**src/rtl/socd_pkg.sv**
```systemverilog
// ----------------------------------------------------------------------------
// socd_pkg
// shared types and constants for the opposing key pair resolver
// ----------------------------------------------------------------------------
package socd_pkg;

    localparam int SEQ_BITS   = 16;   // press sequence number width, 4 to 32
    localparam int TRAVEL_W   = 16;
    localparam int TIME_W     = 32;
    localparam int STAB_W     = 8;
    localparam int THR_W      = 16;
    localparam int CFG_IDX_W  = 3;
    localparam int CFG_DATA_W = 16;
    localparam int HYST_UM    = 100;

    typedef enum logic [1:0] {
        KEY_A    = 2'd0,
        KEY_B    = 2'd1,
        KEY_NONE = 2'd2
    } t_key;

    typedef enum logic [1:0] {
        OP_PRESS     = 2'd0,
        OP_RELEASE   = 2'd1,
        OP_TICK      = 2'd2,
        OP_RECONCILE = 2'd3
    } t_op;

    typedef enum logic [2:0] {
        MODE_LAST    = 3'd0,
        MODE_MOST    = 3'd1,
        MODE_PRIO_A  = 3'd2,
        MODE_PRIO_B  = 3'd3,
        MODE_NEUTRAL = 3'd4
    } t_mode;

    typedef enum logic [CFG_IDX_W-1:0] {
        CFG_PAIR_EN    = 3'd0,
        CFG_MODE       = 3'd1,
        CFG_FULL_EN    = 3'd2,
        CFG_FULL_POINT = 3'd3,
        CFG_STAB_MS    = 3'd4
    } t_cfg_reg;

    // result of one most-pressed evaluation
    typedef struct packed {
        logic              sup_a;
        logic              sup_b;
        t_key              winner;
        t_key              cand;
        logic [TIME_W-1:0] since;
    } t_mp;

endpackage

```
**src/rtl/socd_pair_resolver_unit.sv**
```systemverilog
// ----------------------------------------------------------------------------
// socd_pair_resolver_unit
// resolves simultaneous presses of one pair of opposing analog keys
// ----------------------------------------------------------------------------
// timing: a request moves from the request register to the result register
//   once the result register is free; a result held by the receiver adds its wait
// throughput: one request per cycle while the receiver takes results; the
//   resolution state commits on the edge that moves a request to the result register
// reset: synchronous, active low; clears configuration to defaults, the
//   resolution state, the sequence counter and both valid flags
module socd_pair_resolver_unit (
    input  logic                                  i_clk,
    input  logic                                  i_rst_n,
    // configuration write channel
    input  logic                                  i_cfg_valid,
    output logic                                  o_cfg_ready,
    input  logic [socd_pkg::CFG_IDX_W-1:0]        i_cfg_index,
    input  logic [socd_pkg::CFG_DATA_W-1:0]       i_cfg_data,
    // request channel
    input  logic                                  i_in_valid,
    output logic                                  o_in_ready,
    input  logic [1:0]                            i_opcode,
    input  logic                                  i_which_key,
    input  logic                                  i_a_pressed,
    input  logic                                  i_b_pressed,
    input  logic signed [socd_pkg::TRAVEL_W-1:0]  i_a_travel,
    input  logic signed [socd_pkg::TRAVEL_W-1:0]  i_b_travel,
    input  logic [socd_pkg::TIME_W-1:0]           i_now_ms,
    // result channel
    output logic                                  o_out_valid,
    input  logic                                  i_out_ready,
    output logic                                  o_suppress_a,
    output logic                                  o_suppress_b,
    output logic [1:0]                            o_winner_code,
    output logic                                  o_both_full
);
    import socd_pkg::*;

    localparam int EXT_W = TRAVEL_W + 2;   // room for travel plus hysteresis

    // ------------------------------------------------------------------
    // configuration registers
    // ------------------------------------------------------------------
    logic              r_pair_en;
    logic [2:0]        r_mode;
    logic              r_full_en;
    logic [THR_W-1:0]  r_full_point;
    logic [STAB_W-1:0] r_stab_ms;

    // ------------------------------------------------------------------
    // resolution state
    // ------------------------------------------------------------------
    logic                r_sup_a, n_sup_a;
    logic                r_sup_b, n_sup_b;
    t_key                r_winner, n_winner;
    t_key                r_win_cand, n_win_cand;
    logic [TIME_W-1:0]   r_win_since, n_win_since;
    logic                r_full_flag, n_full_flag;
    t_key                r_full_cand, n_full_cand;
    logic [TIME_W-1:0]   r_full_since, n_full_since;
    logic [SEQ_BITS-1:0] r_seq_a, n_seq_a;
    logic [SEQ_BITS-1:0] r_seq_b, n_seq_b;
    logic [SEQ_BITS-1:0] r_next_seq, n_next_seq;

    // request register
    logic                       r_in_valid;
    t_op                        r_in_op;
    logic                       r_in_key;
    logic                       r_in_pa;
    logic                       r_in_pb;
    logic signed [TRAVEL_W-1:0] r_in_ta;
    logic signed [TRAVEL_W-1:0] r_in_tb;
    logic [TIME_W-1:0]          r_in_now;

    // result register
    logic       r_out_valid;
    logic       r_out_sup_a;
    logic       r_out_sup_b;
    logic [1:0] r_out_winner;
    logic       r_out_full;

    logic adv;   // request register hands its request to the result register

    assign adv         = r_in_valid && (!r_out_valid || i_out_ready);
    assign o_in_ready  = !r_in_valid || adv;
    assign o_cfg_ready = 1'b1;   // always ready; writes need no request in flight, no check

    // ------------------------------------------------------------------
    // configuration writes; unknown indexes are dropped
    // ------------------------------------------------------------------
    always_ff @(posedge i_clk) begin
        if (!i_rst_n) begin
            r_pair_en    <= 1'b0;
            r_mode       <= MODE_LAST;
            r_full_en    <= 1'b0;
            r_full_point <= THR_W'(3500);
            r_stab_ms    <= STAB_W'(1);
        end else if (i_cfg_valid && o_cfg_ready) begin
            unique case (i_cfg_index)
                CFG_PAIR_EN:    r_pair_en    <= i_cfg_data[0];
                CFG_MODE:       r_mode       <= i_cfg_data[2:0];
                CFG_FULL_EN:    r_full_en    <= i_cfg_data[0];
                CFG_FULL_POINT: r_full_point <= i_cfg_data[THR_W-1:0];
                CFG_STAB_MS:    r_stab_ms    <= i_cfg_data[STAB_W-1:0];
                default: ;
            endcase
        end
    end

    // ------------------------------------------------------------------
    // request register
    // ------------------------------------------------------------------
    always_ff @(posedge i_clk) begin
        if (!i_rst_n) begin
            r_in_valid <= 1'b0;
        end else if (i_in_valid && o_in_ready) begin
            r_in_valid <= 1'b1;
        end else if (adv) begin
            r_in_valid <= 1'b0;
        end
    end

    always_ff @(posedge i_clk) begin
        if (i_in_valid && o_in_ready) begin
            r_in_op  <= t_op'(i_opcode);
            r_in_key <= i_which_key;
            r_in_pa  <= i_a_pressed;
            r_in_pb  <= i_b_pressed;
            r_in_ta  <= i_a_travel;
            r_in_tb  <= i_b_travel;
            r_in_now <= i_now_ms;
        end
    end

    // ------------------------------------------------------------------
    // compare terms
    // ------------------------------------------------------------------
    logic [STAB_W-1:0]       stab;        // zero delay behaves as one ms
    logic signed [EXT_W-1:0] ta_x, tb_x;
    logic signed [EXT_W-1:0] thr_x, rel_x;
    logic                    a_ge_b, a_over, b_over;
    logic                    full_on, full_hold, full_want;
    logic                    other_pressed;
    logic [SEQ_BITS-1:0]     seq_diff;
    logic                    a_newer;
    logic [SEQ_BITS-1:0]     seq_inc;

    assign stab   = (r_stab_ms == '0) ? STAB_W'(1) : r_stab_ms;
    assign ta_x   = EXT_W'(r_in_ta);
    assign tb_x   = EXT_W'(r_in_tb);
    assign a_ge_b = ta_x >= tb_x;
    // switching away from the current winner needs a 100 um lead
    assign a_over = ta_x >= tb_x + EXT_W'(HYST_UM);
    assign b_over = tb_x >= ta_x + EXT_W'(HYST_UM);

    // unsigned threshold against signed travel; release point 100 um below
    assign thr_x  = $signed({2'b00, r_full_point});
    assign rel_x  = (r_full_point > THR_W'(HYST_UM))
                  ? $signed({2'b00, r_full_point - THR_W'(HYST_UM)})
                  : '0;
    assign full_on   = (ta_x >= thr_x) && (tb_x >= thr_x);
    assign full_hold = (ta_x > rel_x) && (tb_x > rel_x);
    assign full_want = r_full_flag ? full_hold : full_on;

    assign other_pressed = r_in_key ? r_in_pa : r_in_pb;

    function automatic logic [SEQ_BITS-1:0] seq_plus_one(logic [SEQ_BITS-1:0] s);
        logic [SEQ_BITS-1:0] v;
        v = s + SEQ_BITS'(1);
        return (v == '0) ? SEQ_BITS'(1) : v;   // zero is reserved for unseen
    endfunction

    // wrapping sequence compare, zero meaning never pressed
    assign seq_diff = r_seq_a - r_seq_b;
    assign a_newer  = (r_seq_a != '0)
                   && ((r_seq_b == '0) || ((seq_diff != '0) && !seq_diff[SEQ_BITS-1]));
    assign seq_inc  = seq_plus_one(r_next_seq);

    // one most-pressed evaluation
    function automatic t_mp most_pressed(t_key cur, t_key cand,
                                         logic [TIME_W-1:0] since,
                                         logic [TIME_W-1:0] now,
                                         logic [STAB_W-1:0] dly,
                                         logic ge, logic ao, logic bo);
        t_mp  r;
        t_key want;
        r.winner = cur;
        r.cand   = cand;
        r.since  = since;
        if (cur != KEY_A && cur != KEY_B) begin
            r.winner = ge ? KEY_A : KEY_B;
            r.cand   = KEY_NONE;
        end else begin
            want = cur;
            if (cur == KEY_A && bo) begin
                want = KEY_B;
            end else if (cur == KEY_B && ao) begin
                want = KEY_A;
            end
            if (want == cur) begin
                r.cand = KEY_NONE;
            end else if (cand != want) begin
                r.cand  = want;
                r.since = now;
            end else if ((now - since) >= TIME_W'(dly)) begin
                r.winner = want;
                r.cand   = KEY_NONE;
            end
        end
        r.sup_a = (r.winner == KEY_B);
        r.sup_b = (r.winner == KEY_A);
        return r;
    endfunction

    // ------------------------------------------------------------------
    // fully pressed override, tick path
    // ------------------------------------------------------------------
    logic              fu_flag;
    t_key              fu_cand;
    logic [TIME_W-1:0] fu_since;
    t_key              tk_winner;   // winner seen by most-pressed on a tick
    t_key              tk_cand;

    always_comb begin
        fu_flag  = r_full_flag;
        fu_cand  = r_full_cand;
        fu_since = r_full_since;
        if (full_want == r_full_flag) begin
            fu_cand = KEY_NONE;
        end else if (r_full_cand != t_key'({1'b0, full_want})) begin
            fu_cand  = t_key'({1'b0, full_want});
            fu_since = r_in_now;
        end else if ((r_in_now - r_full_since) >= TIME_W'(stab)) begin
            fu_flag = full_want;
            fu_cand = KEY_NONE;
        end
        tk_winner = r_winner;
        tk_cand   = r_win_cand;
        // override just dropped: start from no winner
        if (r_full_en && !fu_flag && r_full_flag) begin
            tk_winner = KEY_NONE;
            tk_cand   = KEY_NONE;
        end
    end

    t_mp mp_tick, mp_rec;

    assign mp_tick = most_pressed(tk_winner, tk_cand, r_win_since, r_in_now, stab,
                                  a_ge_b, a_over, b_over);
    assign mp_rec  = most_pressed(r_winner, r_win_cand, r_win_since, r_in_now, stab,
                                  a_ge_b, a_over, b_over);

    // ------------------------------------------------------------------
    // next state
    // ------------------------------------------------------------------
    always_comb begin
        n_sup_a      = r_sup_a;
        n_sup_b      = r_sup_b;
        n_winner     = r_winner;
        n_win_cand   = r_win_cand;
        n_win_since  = r_win_since;
        n_full_flag  = r_full_flag;
        n_full_cand  = r_full_cand;
        n_full_since = r_full_since;
        n_seq_a      = r_seq_a;
        n_seq_b      = r_seq_b;
        n_next_seq   = r_next_seq;
        case (r_in_op)
            OP_PRESS: begin
                // sequence is stamped even with the pair disabled
                if (r_in_key) n_seq_b = r_next_seq;
                else          n_seq_a = r_next_seq;
                n_next_seq = seq_inc;
                if (r_pair_en) begin
                    if (r_in_key) n_sup_b = 1'b0;
                    else          n_sup_a = 1'b0;
                    if (other_pressed) begin
                        case (r_mode)
                            MODE_LAST: begin
                                if (r_in_key) n_sup_a = 1'b1;
                                else          n_sup_b = 1'b1;
                            end
                            MODE_PRIO_A:  n_sup_b = 1'b1;
                            MODE_PRIO_B:  n_sup_a = 1'b1;
                            MODE_NEUTRAL: begin
                                n_sup_a = 1'b1;
                                n_sup_b = 1'b1;
                            end
                            default: ;
                        endcase
                    end
                end
            end
            OP_RELEASE: begin
                if (r_pair_en && r_mode <= 3'(MODE_NEUTRAL)) begin
                    if (r_in_key) begin
                        n_sup_b = 1'b0;
                        if (other_pressed) n_sup_a = 1'b0;
                    end else begin
                        n_sup_a = 1'b0;
                        if (other_pressed) n_sup_b = 1'b0;
                    end
                    n_winner    = !other_pressed ? KEY_NONE : (r_in_key ? KEY_A : KEY_B);
                    n_win_cand  = KEY_NONE;
                    n_full_flag = 1'b0;
                    n_full_cand = KEY_NONE;
                end
            end
            OP_TICK: begin
                if (r_pair_en && r_mode == 3'(MODE_MOST) && r_in_pa && r_in_pb) begin
                    if (r_full_en) begin
                        n_full_flag  = fu_flag;
                        n_full_cand  = fu_cand;
                        n_full_since = fu_since;
                    end
                    if (r_full_en && fu_flag) begin
                        n_sup_a    = 1'b0;
                        n_sup_b    = 1'b0;
                        n_win_cand = KEY_NONE;
                    end else begin
                        n_sup_a     = mp_tick.sup_a;
                        n_sup_b     = mp_tick.sup_b;
                        n_winner    = mp_tick.winner;
                        n_win_cand  = mp_tick.cand;
                        n_win_since = mp_tick.since;
                    end
                end
            end
            OP_RECONCILE: begin
                if (r_pair_en && r_in_pa && r_in_pb) begin
                    case (r_mode)
                        MODE_LAST: begin
                            n_winner = a_newer ? KEY_A : KEY_B;
                            n_sup_a  = !a_newer;
                            n_sup_b  = a_newer;
                        end
                        MODE_MOST: begin
                            n_sup_a     = mp_rec.sup_a;
                            n_sup_b     = mp_rec.sup_b;
                            n_winner    = mp_rec.winner;
                            n_win_cand  = mp_rec.cand;
                            n_win_since = mp_rec.since;
                        end
                        MODE_PRIO_A: begin
                            n_winner = KEY_A;
                            n_sup_a  = 1'b0;
                            n_sup_b  = 1'b1;
                        end
                        MODE_PRIO_B: begin
                            n_winner = KEY_B;
                            n_sup_a  = 1'b1;
                            n_sup_b  = 1'b0;
                        end
                        MODE_NEUTRAL: begin
                            n_sup_a    = 1'b1;
                            n_sup_b    = 1'b1;
                            n_winner   = KEY_NONE;
                            n_win_cand = KEY_NONE;
                        end
                        default: ;
                    endcase
                end
            end
            default: ;
        endcase
    end

    // state commits once per request as it moves to the result register
    always_ff @(posedge i_clk) begin
        if (!i_rst_n) begin
            r_sup_a      <= 1'b0;
            r_sup_b      <= 1'b0;
            r_winner     <= KEY_NONE;
            r_win_cand   <= KEY_NONE;
            r_win_since  <= '0;
            r_full_flag  <= 1'b0;
            r_full_cand  <= KEY_NONE;
            r_full_since <= '0;
            r_seq_a      <= '0;
            r_seq_b      <= '0;
            r_next_seq   <= SEQ_BITS'(1);
        end else if (adv) begin
            r_sup_a      <= n_sup_a;
            r_sup_b      <= n_sup_b;
            r_winner     <= n_winner;
            r_win_cand   <= n_win_cand;
            r_win_since  <= n_win_since;
            r_full_flag  <= n_full_flag;
            r_full_cand  <= n_full_cand;
            r_full_since <= n_full_since;
            r_seq_a      <= n_seq_a;
            r_seq_b      <= n_seq_b;
            r_next_seq   <= n_next_seq;
        end
    end

    // ------------------------------------------------------------------
    // result register
    // ------------------------------------------------------------------
    always_ff @(posedge i_clk) begin
        if (!i_rst_n) begin
            r_out_valid <= 1'b0;
        end else if (adv) begin
            r_out_valid <= 1'b1;
        end else if (i_out_ready) begin
            r_out_valid <= 1'b0;
        end
    end

    always_ff @(posedge i_clk) begin
        if (adv) begin
            r_out_sup_a  <= n_sup_a;
            r_out_sup_b  <= n_sup_b;
            r_out_winner <= n_winner;
            r_out_full   <= n_full_flag;
        end
    end

    assign o_out_valid   = r_out_valid;
    assign o_suppress_a  = r_out_sup_a;
    assign o_suppress_b  = r_out_sup_b;
    assign o_winner_code = r_out_winner;
    assign o_both_full   = r_out_full;

    // ------------------------------------------------------------------
    // assertions
    // ------------------------------------------------------------------
    a_seq_never_zero : assert property (@(posedge i_clk) disable iff (!i_rst_n)
        r_next_seq != '0)
        else $error("press sequence counter reached the unseen code");

    a_press_advances_seq : assert property (@(posedge i_clk) disable iff (!i_rst_n)
        (adv && r_in_op == OP_PRESS) |=> r_next_seq != $past(r_next_seq))
        else $error("press request did not advance the sequence counter");

    a_other_keeps_seq : assert property (@(posedge i_clk) disable iff (!i_rst_n)
        (adv && r_in_op != OP_PRESS) |=> $stable(r_next_seq))
        else $error("non-press request changed the sequence counter");

    a_disabled_holds : assert property (@(posedge i_clk) disable iff (!i_rst_n)
        (adv && !r_pair_en && r_in_op != OP_PRESS)
            |=> $stable(r_sup_a) && $stable(r_sup_b) && $stable(r_winner))
        else $error("disabled pair changed its resolution state");

    a_result_follows : assert property (@(posedge i_clk) disable iff (!i_rst_n)
        adv |=> r_out_valid)
        else $error("committed request left no result");

endmodule

```
**config.mk**
```make
export PLATFORM = sky130hd
export DESIGN_NAME = socd_pair_resolver_unit
export DESIGN_NICKNAME = d
export VERILOG_FILES = /design/src/rtl/socd_pkg.sv /design/src/rtl/socd_pair_resolver_unit.sv
export SDC_FILE = /design/constraint.sdc
export NUM_CORES = 1
export LEC_CHECK = 0
export BUFFER_PORTS_ARGS = -buffer_cell sky130_fd_sc_hd__buf_4
export CORE_MARGIN = 2
export CORE_UTILIZATION = 63
export CTS_CLUSTER_DIAMETER = 30
export DETAILED_ROUTE_END_ITERATION = 8
export GPL_TIMING_DRIVEN = 0
export HOLD_SLACK_MARGIN = 0.05
export PLACE_DENSITY = 0.8
export SLEW_MARGIN = 10
export SYNTH_ARGS = -nofsm -noshare
export SYNTH_HDL_FRONTEND = slang
export SYNTH_SLANG_ARGS = --single-unit
export TNS_END_PERCENT = 10
```
**constraint.sdc**
```tcl
create_clock -name i_clk -period 6.3 [get_ports i_clk]
set_input_delay 1.26 -clock i_clk [delete_from_list [all_inputs] [get_ports i_clk]]
set_output_delay 1.26 -clock i_clk [all_outputs]
set_load 0.02 [all_outputs]
```
Word level (Yosys, flattened, before mapping)
Index checks and enable logic that the tools add are counted.
- add/subtract/negate cells: 7
- multipliers: 0
- div/mod/pow operators: 0
- magnitude comparators: 11
- equality and inequality tests: 38
- shift-type cells: 0
- mux-type cells: 95
- bitwise gates (word level): 2
- reduce and logical (&&, ||, !) cells: 62
- operators with widths (kind ; number):
    $mux W32 ; 10
    $ge A16 B17 Y1 ; 4
    $ge A32 B8 Y1 ; 2
    $pmux W32 S2 ; 1
    $sub A32 B32 Y32 ; 2
    $mux W2 ; 30
    $mux W1 ; 35
    $add A16 B8 Y17 const B ; 2
    $gt A16 B17 Y1 ; 2
    $logic_not A16 Y1 ; 2
    $mux W16 ; 2
    $reduce_bool A16 Y1 ; 2
    $ne A2 B2 Y1 const B ; 12
    $logic_and A1 B1 Y1 ; 21
    $add A16 B1 Y16 const B ; 1
    $ge A16 B16 Y1 ; 1
    $gt A16 B7 Y1 const B ; 1
    $mux W4 ; 4
    $pmux W1 S4 ; 4
    $sub A16 B16 Y16 ; 1
    $sub A16 B7 Y16 const B ; 1
    $eq A3 B2 Y1 const B ; 4
    $pmux W2 S3 ; 2
    $reduce_and A12 Y1 ; 1
    30 further kinds ; 68
- register bits after elaboration: 226
- latch bits: 0
- memory bits (writable): 0
- bits in read-only memories: 0
- output and inout port bits: 8
- logic and storage cells: 244
- memories kept: 0

Logic depth before layout (Yosys ltp)
Gate-level depths: netlist of run 1.
- depth in word-level cells: 25
- depth in mapped cells: 23
- gate-level depth less buffers: 22

Worst setup path before layout of run 1
No wires, ideal clock.
- kind: register -> register
- start: register r_in_now[0]
- end: register r_win_since[31]
- arrival: 5.030 ns
- required time: 6.184 ns
- path slack: 1.154 ns
- cell stages (with the launch flop): 23
- buffers on the path: 1
- clock period less this slack: 5.146 ns
- cell sequence: edfxtp_1 -> inv_1 -> ha_1 -> inv_1 -> fa_1 -> a21o_1 -> nand3_1 -> nand2_1 -> a21oi_1 -> xnor2_1 -> ha_1 -> nand4_1 -> a211oi_1 -> or3_1 -> or4_1 -> or4_1 -> or4b_4 -> nor4_4 -> o41ai_2 -> a2111oi_4 -> buf_6 -> mux2i_1 -> nor2b_1
- longest elaborated chain between the ends: 17
- elaborated cells on any way between the ends: 28
- those cells by class: add/sub (1); order compare (1); eq/ne (8); mux (8); reduce/logical (10)
- RTL lines (what ; line ; text):
    from (decl) ; socd_pair_resolver_unit.sv:73 ; logic [TIME_W-1:0] r_in_now;
    from (signal assigned) ; socd_pair_resolver_unit.sv:131 ; r_in_now <= i_now_ms;
    $sub A32 B32 Y32 (*) ; socd_pair_resolver_unit.sv:233 ; end else if ((r_in_now - r_full_since) >= TIME_W'(stab)) begin
    $ge A32 B8 Y1 (*) ; socd_pair_resolver_unit.sv:233 ;
    $mux W1 (*) ; socd_pair_resolver_unit.sv:233 ;
    $mux W1 (*) ; socd_pair_resolver_unit.sv:230 ; end else if (r_full_cand != t_key'({1'b0, full_want})) begin
    $mux W1 (*) ; socd_pair_resolver_unit.sv:228 ; if (full_want == r_full_flag) begin
    $logic_not A1 Y1 ; socd_pair_resolver_unit.sv:240 ; if (r_full_en && !fu_flag && r_full_flag) begin
    $logic_and A1 B1 Y1 (2 in a row) ; socd_pair_resolver_unit.sv:240 ;
    $mux W2 ; socd_pair_resolver_unit.sv:240 ;
    $eq A2 B1 Y1 ; socd_pair_resolver_unit.sv:197 ; end else if (cur == KEY_B && ao) begin
    $logic_and A1 B1 Y1 ; socd_pair_resolver_unit.sv:197 ;
    $mux W2 ; socd_pair_resolver_unit.sv:197 ;
    $mux W2 ; socd_pair_resolver_unit.sv:195 ; if (cur == KEY_A && bo) begin
    $mux W2 ; socd_pair_resolver_unit.sv:190 ; if (cur != KEY_A && cur != KEY_B) begin
    $ne A2 B2 Y1 or $eq A2 B2 Y1 (tied branches) ; socd_pair_resolver_unit.sv:202, socd_pair_resolver_unit.sv:200 ;
    $ne A2 B2 Y1 (no source line) ; n/a ;
    $reduce_and A12 Y1 (no source line) (*) ; n/a ;
    to (signal assigned) ; socd_pair_resolver_unit.sv:387 ; r_win_since <= n_win_since;
    to (decl) ; socd_pair_resolver_unit.sv:57 ; logic [TIME_W-1:0] r_win_since, n_win_since;
Every way passes the cells marked *; elsewhere a longest branch is shown, timed or not. The select of a mux whose other input is x is not followed.
A chain may end at the register's enable or synchronous reset.

Final worst setup path of run 1
- start: register r_in_now[1]
- end: register r_out_winner[0] (netlist: o_winner_code[0]) (data pin)
- longest elaborated chain between the ends: 21
- elaborated cells on any way between the ends: 38
- those cells by class: add/sub (2); order compare (2); eq/ne (4); mux (21); reduce/logical (9)
- RTL lines (what ; line ; text):
    $sub A32 B32 Y32 ; socd_pair_resolver_unit.sv:233 ;
    $ge A32 B8 Y1 ; socd_pair_resolver_unit.sv:233 ;
    $mux W1 ; socd_pair_resolver_unit.sv:233 ;
    $mux W1 ; socd_pair_resolver_unit.sv:230 ;
    $mux W1 ; socd_pair_resolver_unit.sv:228 ;
    $logic_not A1 Y1 ; socd_pair_resolver_unit.sv:240 ;
    $logic_and A1 B1 Y1 (2 in a row) ; socd_pair_resolver_unit.sv:240 ;
    $mux W2 ; socd_pair_resolver_unit.sv:240 ;
    [... 5 more ...] ; n/a ;
    $ne A2 B2 Y1 or $mux W4 (tied branches) ; socd_pair_resolver_unit.sv:202, socd_pair_resolver_unit.sv:205 ;
    $mux W2 ; socd_pair_resolver_unit.sv:202 ; end else if (cand != want) begin
    $mux W2 ; socd_pair_resolver_unit.sv:200 ; if (want == cur) begin
    $mux W4 ; socd_pair_resolver_unit.sv:190 ;
    $mux W2 ; socd_pair_resolver_unit.sv:316 ; if (r_full_en && fu_flag) begin
    $mux W2 ; socd_pair_resolver_unit.sv:310 ; if (r_pair_en && r_mode == 3'(MODE_MOST) && r_in_pa && r_in_pb) begin
    $pmux W2 S3 (*) ; socd_pair_resolver_unit.sv:268 ; case (r_in_op)
    net n_winner[0] ; socd_pair_resolver_unit.sv:55 ; t_key r_winner, n_winner;
    to (signal assigned) ; socd_pair_resolver_unit.sv:414 ; r_out_winner <= n_winner;
    to (decl) ; socd_pair_resolver_unit.sv:79 ; logic [1:0] r_out_winner;
The timed path passes the listed nets; every way through them passes the cells marked *. The select of a mux whose other input is x is not followed.

==> impl_results.md, run 1 <==
- Final antenna-violating net count: 0
- Post-Syn Area: 0.01870 sq mm
- Total GRT Usage: 0.3571
- Register area share after synthesis: 0.2815
- Multi-input logic area: 0.01248 sq mm
- CTS tree: yes
- Port bufs: 98
- Clk slew on worst S/H paths: 50 ps
- Synth cell count leaders: nand2_1, ha_1, inv_1
- Fillers: 2217
- Crit. End Element: register
- Rel. slew slack: 0.1714
- Share of Yosys cell area claimed by the top area cell type: 0.1627
- ANT cells: 0
- Largest net degree at the start of global routing: 37
- Initial antenna violation count: 0
- Final hold vios: 0
- P_leak: 8.664 nW
- Worst setup margin: 260.3 ps
- TritonRoute pass-1 iters: 6
- TritonCTS Sinks: 226
- Clk Latency, worst-skew pair: 590 ps
- Final worst-path cycle share: 0.9587
- Yosys Warn Count: 0
- Register area: 0.005265 sq mm
- Max-Cap Viols: 0
- Syn Nets: 2566
- CP Launch Type: register
- Starting DRT DRC Count: 1506
- Via Count: 17.95k
- Worst VDD drop: 0.2081 mV
- Post-Route WL: 56.43 mm
- Worst r2r dst: o_winner_code[0]
- GP Congestion: 0.9777
- Synthesized instance count: 2252
- Max incr delay on CP: 680 ps
- Setup slack, reg-to-reg: 260 ps
- Top Ports: 101
- Setup-failing EPs final: 0
- Busiest grt layer: met2
- CORE AREA: 0.02940 sq mm
- Crit path time final: 6040 ps
- TritonCTS buffer count: 52
- Area growth syn-to-layout: 16.61%
- Number of post-CTS setup repair buffers: 0
- Worst Reg-to-Reg Cells: 18
- Detail Placement HPWL: 42.86 mm
- Worst Max-Slew Pin Slew: 1227 ps
- Final setup TNS: 0 ps
- Die Wd: 176.3 um
- EDFF count, synth: 74
- Most instantiated library cell after synthesis: nand2_1
- Slew Limit Fails: 0
- Average size of a mapped cell: 8.305 sq um
- Status: completed
- Crit path max fanout: 6
- Placed Instance Area: 0.01995 sq mm
- H-tree lvl count: 2
- WL/cell: 19.87 um
- First-pass GRT wire length: 88.05 mm
- Via density: 6.320
- Slowest CP cell: nor4_2
- Worst hold path depth: 2
- DRC: 0
- RR Startpoint: r_in_now[1]
- PD cells: 237.4 mW/mm^2
- Met2 GRT Util: 0.5951
- Deepest clock path buffer count: 3
- Worst endpoint data arrival time: 6410 ps
- Yosys cell types: 87
- Worst clock skew: 25.18 ps
- Post-synth ARST share: 0
- Unrepaired setup endpoints after global routing: no
- CTS root buf: clkbuf_16
- Share of cells above drive strength 1: 0.09592
- M1 GR Usage: 0.4408
- Worst hold path class: register to register
- DIE AREA: 0.03108 sq mm
- Num rows: 63
- Cell chain of the critical path: ha_1 > nor2b_1 > o2111ai_1 > nand2_1 > a21boi_0 > xnor2_1 > ha_1 > a221oi_1 > o211ai_1 > nor3_1 > nand4_1 > a2111oi_0 > nand3_1 > nor4_2 > mux2i_1 > a41oi_1 > o21ai_0 > a21boi_0
- Met3 global-route usage: 0.06632
- Pre-CTS setup slack: 222.9 ps
- Worst path required time: 6670 ps
- HP Start: r_full_point[13]
- Initial Utilization: 0.6361
- F_max: 165.6 MHz
- Chip height: 176.3 um
- Most used DFF post-synth: dfxtp_1
- Fin area: 0.02181 sq mm
- Flops & latches, synth: 226
- Top post-synthesis cells by area: dfxtp_1, ha_1, edfxtp_1
- Hold Path Sink: r_full_point[13]
- Vias in the first global route: 17.21k
- Final Net Count: 2720
- Critical path class: register to register
- Post-synth top area cell: dfxtp_1
- GRT overflow: 0
-- cell type report --
class                      instances  area share
inverter                         164     0.02823
clock buffer                      63     0.06724
timing repair buffer             100     0.03488
sequential                       226      0.2414
multi-input combinational       1774      0.5721
buffer                            88     0.01641
clock inverter                    35     0.01733
tap                              390     0.02237
-- cell families after synthesis --
family | count (synthesis) | share of synthesized area
adder cells (fa/ha/maj) | 221 | 0.1491
multiplexers | 78 | 0.04188
XOR/XNOR | 82 | 0.03840
AND/OR/NAND/NOR | 792 | 0.2155
AO/OA/AOI/OAI | 600 | 0.2214
other | 1 | 0.0002005
flip-flops | 226 | 0.2815
buffers and inverters | 252 | 0.05205
-- worst max path at each step --
stage / startpoint / end / slack [ps] / cells after the start
global route: r_in_now[0] / r_win_since[7] / 20 / 22
floorplan: r_in_now[0] / r_win_since[31] / 1150 / 22
finish: r_in_now[1] / o_winner_code[0] / 260 / 18
detailed placement: r_in_now[4] / r_win_since[15] / 220 / 18
global placement: r_in_now[4] / r_win_since[13] / 300 / 18
CTS: r_in_now[4] / r_win_since[5] / 200 / 18
-- placed cells by master (no fill, tap or decap), types with 57 or more instances in the layout --
cell and n:
buf_4 99, edfxtp_1 74, clkbuf_1 84, nor2b_1 96, xnor2_1 57, a21boi_0 61
ha_1 218, a21oi_1 140, nand2_1 260, inv_1 163, dfxtp_1 152, o21ai_0 85
nor2_1 119, mux2i_1 76
-- critical path: cells and delay by family, from the launching register on --
kind / cells / cell delay (ps)
compound gates: 8 / 2590
xor+xnor: 1 / 120
fa+ha+maj: 2 / 540
flops: 1 / 520
mux: 1 / 390
simple gates: 6 / 1670
-- metrics by stage --
stage               hold WS (ps)  std cells    util  power, W
floorplan                  442.5       2252       -  0.002111
global route               505.5       2840  0.7418  0.005336
finish                     474.4       2840  0.7418  0.005177
detailed placement         459.0       2741  0.6785  0.002350
CTS                        478.5       2839  0.7412  0.005175
global placement           459.8       2740  0.6777  0.002328
-- report_power, final --
group	internal, W	switching [W]	total, W
Combinational	0.000303	0.000436	0.000739
Clock	0.00188	0.000947	0.00282
Sequential	0.00155	0.0000642	0.00161
-- state kept, by name, indices dropped and copies added (netlist names), 2 cells and up --
signal	count
r_in_ta	16
r_next_seq	16
r_winner	2
r_win_since	32
r_full_since	32
r_seq_a	16
r_stab_ms	8
o_winner_code	2
r_win_cand	2
r_full_point	16
r_seq_b	16
r_in_now	32
r_in_op	2
r_in_tb	16
r_mode	3
r_full_cand	2
-- repair_timing --
item	CTS	global route
hold buffers	0	0
setup endpoints to repair	0	17
gates resized for setup	0	2
-- routing by layer --
layer  wire, um  up-vias  share of wire
li1           -     8601              -
met5          0        -              0
met2      26180      783           0.46
met1      23140     8388           0.41
met4       2898        0          0.051
met3       4206      178          0.075
(Power assumes the default switching activity.)
==> run 2: changes to the inputs <==
- RECOVER_POWER: default -> 50
==> run 2 against run 1 <==
  * Hold slack improved by 11 ps
  * The run now ends with max-capacitance violations, max-slew violations left
  * Die area stayed put
  * Final cell count unchanged
  * Flip-flop and latch count is the same
  * Count of clock-buffer cells in the layout is the same
  * Sequential power is essentially flat
  * Cell area is 0.19% lower
  * Critical path depth unchanged
  * Critical path type unchanged
  * Sequential share of layout area is essentially flat
  * Critical endpoint unchanged
==> impl_results.md, run 2 (synthesized netlist as in run 1, its figures left out) <==
- Status: finished, violations left (was completed)
- Failing checks: max-capacitance violations, max-slew violations
- CP Launch Type: register (unchanged)
- Top Ports: 101 (unchanged)
- # hold bufs at CTS: 0 (unchanged)
- Worst clock skew: 21.79 ps (was 25.18 ps)
- Detail Placement HPWL: 42.86 mm (unchanged)
- Deepest clock path buffer count: 3 (unchanged)
- CTS tree: yes (unchanged)
- Worst hold path class: register to register (unchanged)
- Post-Route WL: 56.41 mm (was 56.43 mm)
- Slew Limit Fails: 72 (was 0)
- Chip height: 176.3 um (unchanged)
- TritonRoute pass-1 iters: 5 (was 6)
- Crit path time final: 6065 ps (was 6040 ps)
- TritonCTS buffer count: 52 (unchanged)
- Register area: 0.005265 sq mm (unchanged)
- Critical path class: register to register (unchanged)
- Worst path required time: 6640 ps (was 6670 ps)
- GRT overflow: 0 (unchanged)
- Via Count: 18.02k (was 17.95k)
- Final Net Count: 2720 (unchanged)
- P_leak: 8.618 nW (was 8.664 nW)
- Non-filler instance count after layout: 2840 (unchanged)
- DRC: 0 (unchanged)
- Clk Latency, worst-skew pair: 590 ps (about the same)
- Starting DRT DRC Count: 1556 (was 1506)
- Worst Hold Margin: 485.3 ps (was 474.4 ps)
- Num rows: 63 (unchanged)
- First-pass GRT wire length: 88.05 mm (unchanged)
- ANT cells: 0 (unchanged)
- Port bufs: 98 (unchanged)
- Clk slew on worst S/H paths: 50 ps (about the same)
- Max-Cap Viols: 2 (was 0)
- Worst VDD drop: 0.2082 mV (was 0.2081 mV)
- Fillers: 2226 (was 2217)
- GP Congestion: 0.9777 (unchanged)
- Crit. End Element: register (unchanged)
- Worst Max-Slew Pin Slew: 2308 ps (was 1227 ps)
- Placed cells: 2741 (unchanged)
- Pre-CTS setup slack: 222.9 ps (unchanged)
- TritonCTS Sinks: 226 (unchanged)
- Crit path max fanout: 6 (unchanged)
- Overall power: 0.005172 W (was 0.005177 W)
- Largest net degree at the start of global routing: 37 (unchanged)
- Share of cells above drive strength 1: 0.09265 (was 0.09592)
- Initial Utilization: 0.6361 (unchanged)
- CTS root buf: clkbuf_16 (unchanged)
- Vias in the first global route: 17.21k (unchanged)
- Commonest non-fill, non-tap cells in the layout: nand2_1, ha_1, inv_1 (unchanged)
- Final antenna-violating net count: 0 (unchanged)
- Worst setup margin: 234.6 ps (was 260.3 ps)
- Multi-input logic area: 0.01248 sq mm (about the same)
- DIE AREA: 0.03108 sq mm (unchanged)
- F_max: 164.9 MHz (was 165.6 MHz)
- Worst endpoint data arrival time: 6410 ps (about the same)
- PD cells: 237.6 mW/mm^2 (was 237.4 mW/mm^2)
- Unrepaired setup endpoints after global routing: no (unchanged)
- Largest registers: r_full_since x32, r_in_now x32, r_win_since x32 (unchanged)
- Rel. slew slack: -0.5390 (was 0.1714)
- Total GRT Usage: 0.3571 (unchanged)
- Via density: 6.345 (was 6.320)
- Die Wd: 176.3 um (unchanged)
- WL/cell: 19.86 um (was 19.87 um)
- Final hold vios: 0 (unchanged)
- Final worst-path cycle share: 0.9628 (was 0.9587)
- Commonest non-fill, non-tap cell in the layout: nand2_1 (unchanged)
- Area growth syn-to-layout: 16.39% (was 16.61%)
- Initial antenna violation count: 0 (unchanged)
- CORE AREA: 0.02940 sq mm (unchanged)
- H-tree lvl count: 2 (unchanged)
- Setup-failing EPs final: 0 (unchanged)
- Final setup TNS: 0 ps (unchanged)
## run 2: cell types whose count changed in the layout (fill, tap and decap cells not counted)
cell,previous run,this run
clkbuf_4,0,65
and2_0,1,2
clkbuf_1,84,91
buf_4,99,28
and2_4,1,0
buf_12,1,0
## run 2: path summary, 6_finish.rpt
check / startpoint / endpoint / slack, ps / cells past startpoint
max: r_in_now[1] / o_winner_code[0] / 230 / 18
min: r_full_point[13] / r_full_point[13] / 490 / 2
max reg2reg: r_in_now[1] / o_winner_code[0] / 230 / 18
min reg2reg: r_full_point[13] / r_full_point[13] / 490 / 2
## run 2: power breakdown
part	internal (W)	leakage (nW)	switching, W	total (W)
clock network	0.00188	0.896	0.000946	0.00282
registers	0.00155	1.95	0.0000641	0.00162
logic	0.000298	5.77	0.000436	0.000734
total	0.00373	8.62	0.00145	0.00517
## run 2: per-layer routing
layer	up-vias	part of all wire	GRT usage
met5	-	0	0
met4	0	0.053	0.1849
met1	8429	0.41	0.4408
li1	8592	-	-
met2	807	0.46	0.5951
met3	193	0.076	0.06632
## run 2: area by class of cell
class                   count  share of cell area
repair buffers            100             0.03316
clock inverters            35             0.01736
clock buffers              63             0.06736
inverters                 164             0.02828
plain buffers              88             0.01644
well taps                 390             0.02242
multi-input cells        1774              0.5731
flip-flops and latches    226              0.2419
## run 2: critical path, stage by stage (launching register included)
cell and delay, ps:
edfxtp_1 520, ha_1 330, nor2b_1 150, o2111ai_1 450, nand2_1 200, a21boi_0 280, xnor2_1 120, ha_1 210
a221oi_1 370, o211ai_1 250, nor3_1 230, nand4_1 100, a2111oi_0 600, nand3_1 290, nor4_2 640, mux2i_1 380
a41oi_1 200, o21ai_0 140, a21boi_0 360
## run 2: repair_timing
action / in CTS / in global routing
setup endpoints to repair: 0 / 17
resized for setup: 0 / 2
endpoints found under the hold margin: 0 / 0
setup buffers: 0 / 0
## run 2: metrics by stage
| step | util | instance area, sq um |
|---|---|---|
| after floorplan | - | 18700 |
| after global placement | 0.6777 | 19930 |
| after detailed placement | 0.6785 | 19950 |
| after CTS | 0.7412 | 21790 |
| after global routing | 0.7404 | 21770 |
| final | 0.7404 | 21770 |
